## src/rtl/core/prime_range_sum_top_defines.svh

```systemverilog
// Assertion macros shared by the prime range sum RTL.
`ifndef PRIME_RANGE_SUM_TOP_DEFINES_SVH
`define PRIME_RANGE_SUM_TOP_DEFINES_SVH

// Same-cycle implication, checked on clk, masked during rst
`define PRS_ASSERT_IMPLIES(label, ante, cons, msg) \
  label: assert property (@(posedge clk) disable iff (rst) (ante) |-> (cons)) else $error(msg);

// Next-cycle implication, checked on clk, masked during rst
`define PRS_ASSERT_NEXT(label, ante, cons, msg) \
  label: assert property (@(posedge clk) disable iff (rst) (ante) |=> (cons)) else $error(msg);

`endif

```

## src/rtl/core/prs_pkg.sv

```systemverilog
// Package with result types and status codes of the prime range sum block.
package prs_pkg;

  localparam int SUM_WIDTH    = 28;
  localparam int STATUS_WIDTH = 2;
  localparam int OUT_DATA_W   = ((SUM_WIDTH + 7) / 8) * 8;

  typedef logic [SUM_WIDTH-1:0]    sum_t;
  typedef logic [STATUS_WIDTH-1:0] status_t;

  // Status codes
  localparam status_t STATUS_OK          = 2'd0;
  localparam status_t STATUS_A_NOT_POS   = 2'd1;
  localparam status_t STATUS_A_NOT_BELOW = 2'd2;

  localparam sum_t SUM_MAX = '1;

endpackage

```

## src/rtl/core/prime_range_sum_top.sv

```systemverilog
// Sum of the primes strictly between two bounds, by trial division.
//
// A request carries bounds A and B; the single result carries the sum of all
// primes p with A < p < B (saturating at 2^28-1) and a status: bit 0 set when
// A is not positive, bit 1 set when A is not below B, in which case the sum is
// zero. One request is worked on at a time and s_axis_tready is low meanwhile.
// Every candidate n is tested against divisors d = 2, 3, ... while d*d <= n,
// stopping at the first divisor that leaves no remainder; each test runs
// through one bit-serial remainder unit (ST_TEST, then ST_DIV, then ST_CHECK).
// Invalid bounds skip the search and go straight to ST_FINISH.
// The finished result sits in an output register, so the next request may be
// taken while it waits.
`include "prime_range_sum_top_defines.svh"

module prime_range_sum_top #(
  parameter int VALUE_WIDTH = 16
) (
  input  logic                                     clk,
  input  logic                                     rst,
  // request: lower_bound [VALUE_WIDTH-1:0], upper_bound above it, zero pad
  input  logic                                     s_axis_tvalid,
  output logic                                     s_axis_tready,
  input  logic [((2*VALUE_WIDTH+7)/8)*8-1:0]       s_axis_tdata,
  // result: prime_sum [27:0], zero pad [31:28]
  output logic                                     m_axis_tvalid,
  input  logic                                     m_axis_tready,
  output logic [prs_pkg::OUT_DATA_W-1:0]           m_axis_tdata,
  // result: status [1:0]
  output prs_pkg::status_t                         m_axis_tuser
);
  import prs_pkg::*;

  localparam int CNT_W = $clog2(VALUE_WIDTH);

  // Sequencer codes
  localparam logic [2:0] ST_IDLE   = 3'd0;
  localparam logic [2:0] ST_CAND   = 3'd1;
  localparam logic [2:0] ST_TEST   = 3'd2;
  localparam logic [2:0] ST_DIV    = 3'd3;
  localparam logic [2:0] ST_CHECK  = 3'd4;
  localparam logic [2:0] ST_FINISH = 3'd5;

  logic [2:0]             state;
  logic [VALUE_WIDTH-1:0] candidate;
  logic [VALUE_WIDTH-1:0] upper;
  logic [VALUE_WIDTH-1:0] divisor;
  logic [VALUE_WIDTH:0]   dsq;        // divisor squared, kept by increments
  logic [VALUE_WIDTH-1:0] rem;        // partial remainder
  logic [VALUE_WIDTH-1:0] dividend;   // candidate, shifted out MSB first
  logic [CNT_W-1:0]       bit_cnt;
  sum_t                   running_sum;
  status_t                status;

  // Request fields and bound checks
  logic signed [VALUE_WIDTH-1:0] in_lower;
  logic signed [VALUE_WIDTH-1:0] in_upper;
  status_t                       in_status;

  assign in_lower = $signed(s_axis_tdata[VALUE_WIDTH-1:0]);
  assign in_upper = $signed(s_axis_tdata[2*VALUE_WIDTH-1:VALUE_WIDTH]);

  always_comb begin
    in_status = STATUS_OK;
    if (in_lower <= $signed({VALUE_WIDTH{1'b0}})) begin
      in_status = in_status | STATUS_A_NOT_POS;
    end
    if (in_lower >= in_upper) begin
      in_status = in_status | STATUS_A_NOT_BELOW;
    end
  end

  // Shared remainder step: shift in one dividend bit, subtract if it fits
  logic [VALUE_WIDTH:0] rem_shift;
  logic [VALUE_WIDTH:0] rem_sub;
  logic                 rem_fits;

  assign rem_shift = {rem, dividend[VALUE_WIDTH-1]};
  assign rem_sub   = rem_shift - {1'b0, divisor};
  assign rem_fits  = rem_shift >= {1'b0, divisor};

  // Saturating accumulate of a prime
  logic [SUM_WIDTH:0] sum_ext;
  assign sum_ext = {1'b0, running_sum}
                 + {{(SUM_WIDTH + 1 - VALUE_WIDTH){1'b0}}, candidate};

  logic out_free;
  assign out_free      = !m_axis_tvalid || m_axis_tready;
  assign s_axis_tready = (state == ST_IDLE);

  // Sequencer and datapath
  always_ff @(posedge clk) begin
    if (rst) begin
      state       <= ST_IDLE;
      candidate   <= '0;
      divisor     <= '0;
      running_sum <= '0;
    end else begin
      unique case (state)
        ST_IDLE: begin
          if (s_axis_tvalid) begin
            status      <= in_status;
            running_sum <= '0;
            divisor     <= '0;
            upper       <= in_upper;
            if (in_status != STATUS_OK) begin
              candidate <= '0;
              state     <= ST_FINISH;
            end else begin
              // A is positive here, so every candidate is at least 2
              candidate <= in_lower + 1'b1;
              state     <= ST_CAND;
            end
          end
        end
        ST_CAND: begin
          if (candidate >= upper) begin
            state <= ST_FINISH;
          end else begin
            divisor <= VALUE_WIDTH'(2);
            dsq     <= (VALUE_WIDTH + 1)'(4);
            state   <= ST_TEST;
          end
        end
        ST_TEST: begin
          if (dsq > {1'b0, candidate}) begin
            // no divisor up to the square root: prime
            running_sum <= sum_ext[SUM_WIDTH] ? SUM_MAX : sum_ext[SUM_WIDTH-1:0];
            candidate   <= candidate + 1'b1;
            state       <= ST_CAND;
          end else begin
            rem      <= '0;
            dividend <= candidate;
            bit_cnt  <= CNT_W'(VALUE_WIDTH - 1);
            state    <= ST_DIV;
          end
        end
        ST_DIV: begin
          rem      <= rem_fits ? rem_sub[VALUE_WIDTH-1:0] : rem_shift[VALUE_WIDTH-1:0];
          dividend <= {dividend[VALUE_WIDTH-2:0], 1'b0};
          if (bit_cnt == '0) begin
            state <= ST_CHECK;
          end else begin
            bit_cnt <= bit_cnt - 1'b1;
          end
        end
        ST_CHECK: begin
          if (rem == '0) begin
            candidate <= candidate + 1'b1;
            state     <= ST_CAND;
          end else begin
            dsq     <= dsq + {divisor, 1'b1};
            divisor <= divisor + 1'b1;
            state   <= ST_TEST;
          end
        end
        ST_FINISH: begin
          if (out_free) begin
            state <= ST_IDLE;
          end
        end
        default: begin
          state <= ST_IDLE;
        end
      endcase
    end
  end

  // Output register
  always_ff @(posedge clk) begin
    if (rst) begin
      m_axis_tvalid <= 1'b0;
    end else if (state == ST_FINISH && out_free) begin
      m_axis_tvalid <= 1'b1;
      m_axis_tdata  <= {{(OUT_DATA_W - SUM_WIDTH){1'b0}}, running_sum};
      m_axis_tuser  <= status;
    end else if (m_axis_tready) begin
      m_axis_tvalid <= 1'b0;
    end
  end

  // Checks
  logic [2*VALUE_WIDTH-1:0] div_sq_chk;
  assign div_sq_chk = (2*VALUE_WIDTH)'(divisor) * (2*VALUE_WIDTH)'(divisor);

  `PRS_ASSERT_IMPLIES(a_rem_below_div, state == ST_DIV, rem < divisor, "remainder not below divisor")
  `PRS_ASSERT_IMPLIES(a_dsq_track, state == ST_TEST, (2*VALUE_WIDTH)'(dsq) == div_sq_chk, "divisor square drifted")
  `PRS_ASSERT_NEXT(a_finish_out, state == ST_FINISH && out_free, m_axis_tvalid && state == ST_IDLE, "result not presented")
  `PRS_ASSERT_IMPLIES(a_bad_zero, m_axis_tvalid && m_axis_tuser != STATUS_OK, m_axis_tdata == '0, "invalid bounds gave a sum")

endmodule

```

## config.mk

```make
export PLATFORM = sky130hd
export DESIGN_NAME = prime_range_sum_top
export DESIGN_NICKNAME = d
export VERILOG_FILES = /design/src/rtl/core/prs_pkg.sv /design/src/rtl/core/prime_range_sum_top.sv
export VERILOG_INCLUDE_DIRS = /design/src /design/src/rtl/core
export SDC_FILE = /design/constraint.sdc
export NUM_CORES = 1
export LEC_CHECK = 0
export BUFFER_PORTS_ARGS = -buffer_cell sky130_fd_sc_hd__buf_4
export CORE_MARGIN = 8
export CORE_UTILIZATION = 45
export CTS_CLUSTER_SIZE = 20
export DETAILED_ROUTE_END_ITERATION = 10
export HOLD_SLACK_MARGIN = 0.03
export PLACE_DENSITY = 0.73
export SKIP_CTS_REPAIR_TIMING = 1
export SYNTH_ARGS = -nofsm -noshare
export SYNTH_HDL_FRONTEND = slang
export SYNTH_SLANG_ARGS = --single-unit
```

## constraint.sdc

```tcl
create_clock -name clk -period 3.83 [get_ports clk]
set_clock_uncertainty 0.1 [all_clocks]
set_input_delay 0.383 -clock clk [delete_from_list [all_inputs] [get_ports clk]]
set_output_delay 0.383 -clock clk [all_outputs]
set_load 0.02 [all_outputs]
```

==> flow_summary_export.csv <==
group,metric,value,unit
yosys,synthDistinctLibCells,78,
floorplan,chipHeight,171,um
floorplan,initial_core_util,0.459,
timing,holdWs,44.3,ps
clocking,clk_latency,440,ps
worst_setup_path,crit_fanout,24,
routing,viasPerCell,5.93,
timing,finalCritPeriodShare,0.865,
global_route,grt_max_degree,31,
global_route,use_met1,0.257,
clocking,cts_inserted_buffers,17,
final_layout,final_cell_area,0.0125,mm2
clocking,path_clk_slew,70,ps
floorplan,io-pin-count,72,
worst_setup_path,path_cells,"inv_1 -> ha_1 -> nand2b_1 -> a211o_1 -> a21oi_1 -> o21ai_1 -> o31a_1 -> or4_1 -> a21oi_1",
routing,drc,0,
timing,setup_ws,516,ps
final_layout,fill_cells,2096,
worst_setup_path,crit_family,"compound AO/OA/AOI/OAI gates",
yosys,synth_async_sr_flop_share,0,
worst_setup_path,critical_path_class,"reg2reg",
clocking,cts_max_path_buffers,2,
yosys,synth_edf_count,101,
final_layout,ff_latch_area,0.00431,mm2
pwr,power_leakage,4.92,nW
worst_setup_path,required,4090,ps
worst_setup_path,crit_top_cell,"a21oi_1",
final_layout,num_antenna_cells,0,
timing,finalMaxSlewViolations,0,
routing,drt_iter0_drc,812,
yosys,yosysWarnings,0,
routing,wire_per_inst,18.3,um
worst_setup_path,end_kind,"flop",
worst_setup_path,arrival,3580,ps
worst_setup_path,critPathSlowestCell,"or4_1",
placed_design,port_buffers,67,
final_layout,fin_nets,1384,
yosys,syn_area,0.0108,mm2
yosys,avgSynthCellArea,9.30,um2
placed_design,gp_congestion,0.932,
global_route,grt_overflow,0,
yosys,ys_seq_elements,165,
timing,finalSetupTns,0,ps
timing,rsz0062_at_grt,"false",
floorplan,fp.dieW,171,um
floorplan,coreArea,0.0235,mm2
global_route,grt_pass1_wl,46200,um
timing,clock.fmax,302,MHz
pwr,ir_worst_vdd,333,uV
outcome,outcome,"finished clean",
final_layout,multi_input_area,0.00603,mm2
routing,routed_wirelength,28800,um
timing,slew-limit-headroom,0.274,
floorplan,num_rows,56,
timing,worst_pin_slew,1090,ps
worst_setup_path,cp-start-kind,"flop",
timing,hold_viol_final,0,
timing,period_minus_slack,3310,ps
routing,vias,9350,
yosys,syn_inst,1163,
global_route,antenna_found_initial,0,
routing,dr.pass1.iters,5,
placed_design,place_area,0.0117,mm2
final_layout,drive_above_1_share,0.114,
placed_design,dp_slack,566,ps
yosys,synthFlopType,"edfxtp_1",
routing,antenna_left,0,
global_route,met3_usage,0.0496,
run,drv_cap,0,
yosys,synth_seq_area_share,0.399,
final_layout,final_cell_mix,"116 x nand2_1, 101 x edfxtp_1, 100 x ha_1",
clocking,cts_tree,"yes",
clocking,htreeDepth,4,
global_route,use_met2,0.314,
clocking,cts_root_buffer,"clkbuf_16",
worst_setup_path,path_buf_inv,1,
clocking,cts.sinks,165,
placed_design,dp_hpwl,21900,um
floorplan,dieArea,0.0293,mm2
worst_hold_path,hold_class,"in2reg",
global_route,track_usage,0.196,
global_route,first_global_vias,8921,
worst_setup_path,cp_slowest_stage_delay,580,ps
pwr,power_density,540,mW/mm2
global_route,gr-max-usage-layer,"met2",
final_layout,syn_to_final_growth,15.2,%
final_layout,final_common_cell,"nand2_1",
timing,setup_violations,0,
power by group:
group	internal [mW]	leakage [nW]	switching (mW)
Sequential	2.19	1.45	0.276
Clock	0.901	0.301	0.868
Combinational	0.926	3.17	1.57
Total	4.02	4.92	2.71
Yosys cell counts (all sizes together), types with 5 or more instances:
cell type | number | area, um2
nand3 | 40 | 200
nand2b | 12 | 75.1
a21oi | 68 | 340
o21ai | 53 | 277
nor3 | 34 | 175
and3 | 12 | 75.1
nor2 | 91 | 342
a21o | 16 | 120
a211o | 5 | 43.8
clkbuf | 25 | 95.1
o21a | 11 | 82.6
nor2b | 12 | 75.1
a32o | 7 | 70.1
xnor2 | 30 | 263
o22ai | 12 | 75.1
or4 | 10 | 75.1
edfxtp | 101 | 3030
a211oi | 21 | 168
o211ai | 19 | 143
a221oi | 10 | 87.6
inv | 86 | 323
nor4 | 11 | 90.1
buf | 12 | 72.6
mux2i | 14 | 140
ha | 100 | 1250
and2 | 10 | 62.6
a2bb2oi | 5 | 43.8
dfxtp | 64 | 1280
or3 | 11 | 68.8
nand4 | 25 | 156
nand2 | 116 | 435
or2 | 7 | 43.8
a31oi | 13 | 93.8
o31ai | 14 | 110
xor2 | 23 | 201
cell families (layout without fill, tap and decap cells):
| kind of cell | count (synthesis) | after routing | synth area share |
|---|---|---|---|
| AO/OA/AOI/OAI | 303 | 303 | 0.195 |
| multiplexers | 14 | 14 | 0.0130 |
| adder cells (fa/ha/maj) | 103 | 103 | 0.121 |
| other | 1 | 4 | 0.000347 |
| AND/OR/NAND/NOR | 401 | 401 | 0.183 |
| XOR/XNOR | 53 | 53 | 0.0429 |
| flip-flops | 165 | 165 | 0.399 |
| buffers and inverters | 123 | 215 | 0.0453 |
path summary, 6_finish.rpt:
kind / slack, ps / endpoint / depth (start not counted) / startpoint
setup / recovery: 520 / divisor[7] / 9 / candidate[0]
hold reg to reg: 330 / m_axis_tuser[0] / 0 / status[0]
hold / removal: 40 / upper[0] / 1 / s_axis_tdata[16]
setup reg to reg: 520 / divisor[7] / 9 / candidate[0]
routing by layer:
layer  vias up  share of wire
met1      4403           0.44
met5         -              0
met3        52          0.077
met2       388           0.46
li1       4507              -
met4         0          0.021
per-stage QoR:
step                 util  cells  total power, mW
floorplan               -   1166             4.14
global placement    0.498   1533             4.87
detailed placement  0.498   1533             4.92
CTS                 0.524   1565             6.70
global route        0.529   1577             7.11
finish              0.529   1577             6.73
state kept, by name (all words and copies together), names as in the netlist:
name and cells:
dsq 17, upper 16, m_axis_tvalid 1, candidate 16, bit_cnt 4, state 3, m_axis_tdata 28, rem 16
divisor 16, status 2, m_axis_tuser 2, running_sum 28, dividend 16
final cells by class:
cell class / count / share of cell area
multi-input combinational: 878 / 0.484
sequential: 165 / 0.346
timing repair buffer: 97 / 0.0619
clock buffer: 17 / 0.0342
tap: 319 / 0.0320
inverter: 86 / 0.0259
clock inverter: 15 / 0.0154
Note: power is estimated with default switching activity, not from simulation.
